<file path="src/rtl/anl_pkg.sv">
package anl_pkg;

	localparam int SLOTS = 8;
	localparam int SLOT_IW = $clog2(SLOTS);
	localparam int CNT_W = $clog2(SLOTS + 1);

	localparam int PAD_W = 7;
	localparam int NOTE_W = 7;
	localparam int VEL_W = 7;
	localparam int CHAN_W = 4;
	localparam int OVEL_W = 6;
	localparam int CFG_IW = 1;
	localparam int CFG_DW = 7;

	localparam logic [CFG_IW-1:0] REG_CLEAR_PAD = 1'd0;
	localparam logic [CFG_IW-1:0] REG_CHANNEL = 1'd1;

	localparam logic [PAD_W-1:0] CLEAR_PAD_RST = 7'd81;
	localparam logic [CHAN_W-1:0] CHANNEL_RST = 4'd8;
	localparam logic [VEL_W:0] VEL_OFFSET = 8'd10;

	localparam logic [1:0] OP_NOP = 2'd0;
	localparam logic [1:0] OP_PRESS = 2'd1;
	localparam logic [1:0] OP_TICK = 2'd2;
	localparam logic [1:0] OP_CLEAR = 2'd3;

	typedef struct packed {
		logic [PAD_W-1:0] pad;
		logic [NOTE_W-1:0] note;
		logic [VEL_W-1:0] vel;
	} slot_t;

	typedef struct packed {
		logic active;
		logic [1:0] op;
		logic found;
		logic done;
		logic hit;
		logic inserted;
		logic [PAD_W-1:0] pad;
		logic [NOTE_W-1:0] note;
		logic [VEL_W-1:0] vel;
		logic [NOTE_W-1:0] res_note;
		logic [VEL_W-1:0] res_vel;
	} pkt_t;

endpackage

</file>
<file path="src/rtl/anl_cell.sv">
module anl_cell (
	input logic clk,
	input logic arst_n,
	input logic [anl_pkg::SLOT_IW-1:0] idx,
	input logic [anl_pkg::SLOT_IW-1:0] ptr,
	input anl_pkg::pkt_t pkt_in,
	input anl_pkg::slot_t nxt,
	output anl_pkg::slot_t slot,
	output anl_pkg::pkt_t pkt_out
);

	anl_pkg::slot_t slot_q;
	anl_pkg::slot_t slot_n;
	anl_pkg::pkt_t pkt_q;
	anl_pkg::pkt_t pkt_n;

	always_comb begin
		pkt_n = pkt_in;
		slot_n = slot_q;
		if (pkt_in.active) begin
			case (pkt_in.op)
				anl_pkg::OP_CLEAR: begin
					slot_n = '0;
				end
				anl_pkg::OP_TICK: begin
					if (idx == ptr && slot_q.note != '0) begin
						pkt_n.hit = 1'b1;
						pkt_n.res_note = slot_q.note;
						pkt_n.res_vel = slot_q.vel;
					end
				end
				anl_pkg::OP_PRESS: begin
					if (pkt_in.found) begin
						slot_n = nxt;
					end else if (!pkt_in.done) begin
						if (slot_q.note != '0 && slot_q.pad == pkt_in.pad) begin
							pkt_n.found = 1'b1;
							pkt_n.done = 1'b1;
							pkt_n.hit = 1'b1;
							pkt_n.res_note = slot_q.note;
							pkt_n.res_vel = '0;
							slot_n = nxt;
						end else if (slot_q.note == '0) begin
							slot_n.pad = pkt_in.pad;
							slot_n.note = pkt_in.note;
							slot_n.vel = pkt_in.vel;
							pkt_n.inserted = 1'b1;
							pkt_n.done = 1'b1;
						end
					end
				end
				default: begin
				end
			endcase
		end
	end

	always_ff @(posedge clk or negedge arst_n) begin
		if (!arst_n) begin
			slot_q <= '0;
			pkt_q <= '0;
		end else begin
			slot_q <= slot_n;
			pkt_q <= pkt_n;
		end
	end

	assign slot = slot_q;
	assign pkt_out = pkt_q;

endmodule

</file>
<file path="src/rtl/arpeggiator_note_list_unit.sv">
// Each item travels down the row of slot cells, one cell per cycle.
// The accepted item is registered into an injection register, then into each slot cell in turn.
// A new item is not accepted while one is in the row; busy stays high until the last cell is passed.
// The result strobe lasts one cycle and the receiver cannot stall it.
// Reset empties every slot, zeroes the count and pointer and restores the registers.
module arpeggiator_note_list_unit (
	input logic clk,
	input logic arst_n,
	input logic start,
	output logic busy,
	input logic [0:0] func,
	input logic [anl_pkg::PAD_W-1:0] pad,
	input logic [anl_pkg::NOTE_W-1:0] key_note,
	input logic [anl_pkg::VEL_W-1:0] strike,
	input logic cfg_we,
	input logic [anl_pkg::CFG_IW-1:0] cfg_idx,
	input logic [anl_pkg::CFG_DW-1:0] cfg_wdata,
	output logic strobe,
	output logic [0:0] is_note_on,
	output logic [anl_pkg::CHAN_W-1:0] out_channel,
	output logic [anl_pkg::NOTE_W-1:0] out_note,
	output logic [anl_pkg::OVEL_W-1:0] out_velocity
);

	logic [anl_pkg::PAD_W-1:0] clear_pad_q;
	logic [anl_pkg::CHAN_W-1:0] channel_q;
	logic busy_q;
	logic [anl_pkg::CNT_W-1:0] count_q;
	logic [anl_pkg::SLOT_IW-1:0] step_q;
	logic [anl_pkg::CNT_W-1:0] step_inc;
	anl_pkg::pkt_t inj_q;
	anl_pkg::pkt_t inj_n;
	anl_pkg::pkt_t last;
	anl_pkg::slot_t slots [anl_pkg::SLOTS];
	anl_pkg::pkt_t pkts [anl_pkg::SLOTS];
	logic accept;
	logic [anl_pkg::VEL_W:0] vel_sum;

	assign accept = start && !busy_q;

	always_ff @(posedge clk or negedge arst_n) begin
		if (!arst_n) begin
			clear_pad_q <= anl_pkg::CLEAR_PAD_RST;
			channel_q <= anl_pkg::CHANNEL_RST;
		end else if (cfg_we) begin
			case (cfg_idx)
				anl_pkg::REG_CLEAR_PAD: clear_pad_q <= cfg_wdata[anl_pkg::PAD_W-1:0];
				anl_pkg::REG_CHANNEL: channel_q <= cfg_wdata[anl_pkg::CHAN_W-1:0];
				default: begin
				end
			endcase
		end
	end

	always_comb begin
		inj_n = '0;
		if (accept) begin
			inj_n.active = 1'b1;
			inj_n.pad = pad;
			inj_n.note = key_note;
			inj_n.vel = strike;
			if (func == 1'b1) begin
				inj_n.op = anl_pkg::OP_TICK;
			end else if (pad == clear_pad_q) begin
				inj_n.op = anl_pkg::OP_CLEAR;
			end else if (key_note == '0 || strike == '0) begin
				inj_n.op = anl_pkg::OP_NOP;
			end else begin
				inj_n.op = anl_pkg::OP_PRESS;
			end
		end
	end

	always_ff @(posedge clk or negedge arst_n) begin
		if (!arst_n) begin
			inj_q <= '0;
		end else begin
			inj_q <= inj_n;
		end
	end

	for (genvar i = 0; i < anl_pkg::SLOTS; i++) begin : g_cell
		anl_pkg::pkt_t cell_in;
		anl_pkg::slot_t cell_nxt;
		if (i == 0) begin : g_first
			assign cell_in = inj_q;
		end else begin : g_mid
			assign cell_in = pkts[i-1];
		end
		if (i == anl_pkg::SLOTS - 1) begin : g_end
			assign cell_nxt = '0;
		end else begin : g_inner
			assign cell_nxt = slots[i+1];
		end
		anl_cell u_cell (
			.clk(clk),
			.arst_n(arst_n),
			.idx(anl_pkg::SLOT_IW'(i)),
			.ptr(step_q),
			.pkt_in(cell_in),
			.nxt(cell_nxt),
			.slot(slots[i]),
			.pkt_out(pkts[i])
		);
	end

	assign last = pkts[anl_pkg::SLOTS-1];
	assign step_inc = anl_pkg::CNT_W'(step_q) + anl_pkg::CNT_W'(1);

	always_ff @(posedge clk or negedge arst_n) begin
		if (!arst_n) begin
			busy_q <= 1'b0;
			count_q <= '0;
			step_q <= '0;
		end else begin
			if (accept) begin
				busy_q <= 1'b1;
			end else if (last.active) begin
				busy_q <= 1'b0;
			end
			if (last.active) begin
				case (last.op)
					anl_pkg::OP_CLEAR: begin
						count_q <= '0;
					end
					anl_pkg::OP_PRESS: begin
						if (last.found) begin
							count_q <= count_q - anl_pkg::CNT_W'(1);
						end else if (last.inserted) begin
							count_q <= count_q + anl_pkg::CNT_W'(1);
						end
					end
					anl_pkg::OP_TICK: begin
						if (count_q == '0 || step_inc >= count_q) begin
							step_q <= '0;
						end else begin
							step_q <= step_inc[anl_pkg::SLOT_IW-1:0];
						end
					end
					default: begin
					end
				endcase
			end
		end
	end

	assign vel_sum = anl_pkg::VEL_OFFSET + {1'b0, last.res_vel};

	assign busy = busy_q;
	assign strobe = last.active && last.hit;
	assign is_note_on = (last.op == anl_pkg::OP_TICK) ? 1'b1 : 1'b0;
	assign out_channel = channel_q;
	assign out_note = last.res_note;
	assign out_velocity = (last.op == anl_pkg::OP_TICK) ? vel_sum[anl_pkg::VEL_W:2] : '0;

endmodule

</file>
<file path="config.mk">
export PLATFORM = sky130hd
export DESIGN_NAME = arpeggiator_note_list_unit
export DESIGN_NICKNAME = d
export VERILOG_FILES = /design/src/rtl/anl_pkg.sv /design/src/rtl/anl_cell.sv /design/src/rtl/arpeggiator_note_list_unit.sv
export SDC_FILE = /design/constraint.sdc
export NUM_CORES = 1
export LEC_CHECK = 0
export BUFFER_PORTS_ARGS = -buffer_cell sky130_fd_sc_hd__buf_2
export CORE_MARGIN = 2
export CORE_UTILIZATION = 38
export DETAILED_ROUTE_END_ITERATION = 7
export SETUP_SLACK_MARGIN = 0.15
export SYNTH_ARGS = -nofsm -noshare
export SYNTH_HDL_FRONTEND = slang
export SYNTH_SLANG_ARGS = --single-unit
</file>
<file path="constraint.sdc">
create_clock -name clk -period 2.25 [get_ports clk]
set_input_delay 0.45 -clock clk [delete_from_list [all_inputs] [get_ports clk]]
set_output_delay 0.45 -clock clk [all_outputs]
set_load 0.05 [all_outputs]
</file>
==> impl_metrics.ini <==
[logic_synthesis]
yosysWarnings = 0
ys_ff_latch = 501
synth_edf_count = 0
ys_seq_area_share_pct = 59.1
syn_area_um2 = 21200
synthArstFlopShare_pct = 100
yosysUniqueCellTypes = 68
syn_inst = 1687
syn_area_per_cell_um2 = 12.6
ys_dominant_reg_cell = dfrtp_1
synthesis.nets = 1759

[timing]
skew_ns = 0.0189
fin_crit_sh_pct = 96.7
hold_viol_final = 0
setup_violations = 0
drv_slew = 0
rsz0062_at_grt = yes
fin_crit_ns = 2.18
fmax_mhz = 460
worst_pin_slew_ns = 0.837
setup_ws_ns = 0.0737
maxSlewHeadroom_pct = 43.3

[clocking]
cts_root_buf = clkbuf_16
clk_pin_slew_worst_paths_ns = 0.06
clkLatencyLatePin_ns = 0.57
htreeDepth = 2
cts_tree = yes
clock_path_buffers = 3
cts_sinks = 501
cts_buffers = 49

[die]
pin_count = 54
start_util_pct = 38.5
num_rows = 86
core_um2 = 55200
die_w_um = 240
dieHeight_um = 240
die-area_um2 = 57800

[hold_path]
min-delay-start = func
hp-class = in2reg
whs_path_depth = 2

[routing]
routed_wl_um = 46400
drc = 0
wl_per_cell_um = 17.9
drt_iter0_markers = 889
drt_first_pass_iters = 7
vias_per_cell = 5.18
ant_nets = 0
vias = 13459

[cells_and_area]
post-route-cell-area_um2 = 25400
nets = 1886
multi_input_area_um2 = 8610
area_delta_synth_final_pct = 19.9
ff_latch_area_um2 = 12500
drive_above_1_share_pct = 20.0
fill_cells = 4898
fin_util_pct = 46.1
diodes = 0
final_common_cell = dfrtp_1
final_cell_mix = dfrtp_1 (494), o2bb2ai_1 (153), mux2i_1 (134)

[status]
status = completed

[global_route]
grt_pass1_wl_um = 75300
track_usage_pct = 15.9
grt_overflow = 0
grt_pass1_vias = 14019
antenna_found_initial = 1
grt_start_max_net_pins = 89

[power]
total_power_mw = 19.0
peakVddDrop_uv = 608
cellPowerDensity_nw_per_um2 = 748
cellLeakagePower_nw = 12.1

[setup_path]
crit_path_end_kind = flip-flop
required_ns = 2.70
cp_max_fo = 5
r2r_start = g_cell[1].u_cell.slot[13]
critPathLaunchType = flip-flop
reg2reg_depth = 7
arrival_ns = 2.63
critPathLaunch = g_cell[1].u_cell.slot[13]
critPathKind = reg2reg

[placed_design]
routabilityCongestion = 0.861
io_buffer_count = 53
postPlaceCellArea_um2 = 22700
post-place-ws_ns = -0.245
hpwl_um = 31900

[job]
drv_cap = 0
==> cell usage after synthesis, types with 9 or more instances <==
master,n,share of area (%)
o2bb2ai_1,165,6.8
o21ai_0,71,1.7
inv_1,40,0.71
a21oi_1,21,0.50
nor2_1,44,0.78
nor4_1,12,0.35
a22o_1,54,2.2
dfrtp_1,497,59
a22oi_1,39,1.4
mux2_2,30,1.6
nor3_1,18,0.42
ha_1,37,2.2
nand2_1,122,2.2
xnor2_1,48,2.0
a41o_1,14,0.66
nand2b_1,12,0.35
and2_1,46,1.4
nand4_1,11,0.32
buf_4,9,0.32
clkbuf_1,56,0.99
mux2i_1,141,6.6
a32oi_1,10,0.41
xor2_1,20,0.83
buf_2,22,0.52
nor2b_1,13,0.38
a221o_1,12,0.57
nand3_1,16,0.38
==> cells by family after synthesis <==
kind of cell | Yosys count | synth area share, %
buf+inv | 139 | 2.94
xor+xnor | 68 | 2.81
flops | 501 | 59.1
simple gates | 316 | 7.61
mux | 176 | 8.51
compound gates | 449 | 16.8
fa+ha+maj | 38 | 2.28
==> sequential cells by signal, summed over array words and instances (netlist names) <==
name and flops:
busy 1, clear_pad_q 7, count_q 4, g_cell.cell_in 23, g_cell.u_cell.pkt_out 299, g_cell.u_cell.slot 160, out_channel 4, step_q 3
==> routing by layer <==
layer  vias to the layer above  part of all wire (%)  track usage (%)
met4                         0                   2.1             3.84
met5                         -                     0                0
met2                       213                    49             26.4
met1                      6737                    47             22.0
met3                        79                   2.6             2.15
li1                       6430                     -                -
==> path summary, 6_finish.rpt <==
path / slack (ns) / end
min: 0.05 / g_cell[0].cell_in[39]
min in group asynchronous: 0.38 / g_cell[7].u_cell.slot[18]
max: 0.07 / g_cell[1].u_cell.slot[15]
max reg2reg: 0.07 / g_cell[1].u_cell.slot[15]
max in group asynchronous: 1.07 / out_channel[3]
min reg2reg: 0.37 / g_cell[0].u_cell.pkt_out[21]
==> final cells by class <==
cell class                      count  area share [%]
Tap cell                          748            3.68
Clock buffer                       80            5.99
Clock inverter                      9           0.320
Inverter                           40           0.605
Timing Repair Buffer              173            6.27
Sequential cell                   501            49.3
Multi-Input combinational cell   1049            33.8
==> through the flow <==
step                      cells  hold WS, ns  TNS (ns)
after CTS                  2571       0.0263         0
after detailed placement   2468        0.361     -2.50
after global routing       2600       0.0400   -0.0166
after floorplan            1687        0.154         0
after global placement     2468        0.357     -1.43
final                      2600       0.0532         0
==> report_power, final <==
part           switching, mW  total [mW]  internal, mW
sequential             0.189        9.40          9.21
combinational          0.849        1.56         0.710
clock                   3.36        8.08          4.72
==> repair_timing <==
item | CTS | global route
hold endpoints to repair | 32 | 0
pin swaps | 15 | 39
gates resized for setup | 33 | 108
cloned | 3 | 10
hold buffers | 1 | 0
setup buffers | 10 | 19
setup endpoints to repair | 66 | 187
==> worst max-delay path, cell delays in order (launching register included) <==
cell       delay (ns)
dfrtp_1          0.39
or4_4            0.56
buf_6            0.14
nor4_4           0.21
o31a_4           0.27
clkbuf_16        0.19
mux2i_1          0.22
o2bb2ai_2        0.09
Note: power is estimated with default switching activity, not from simulation.
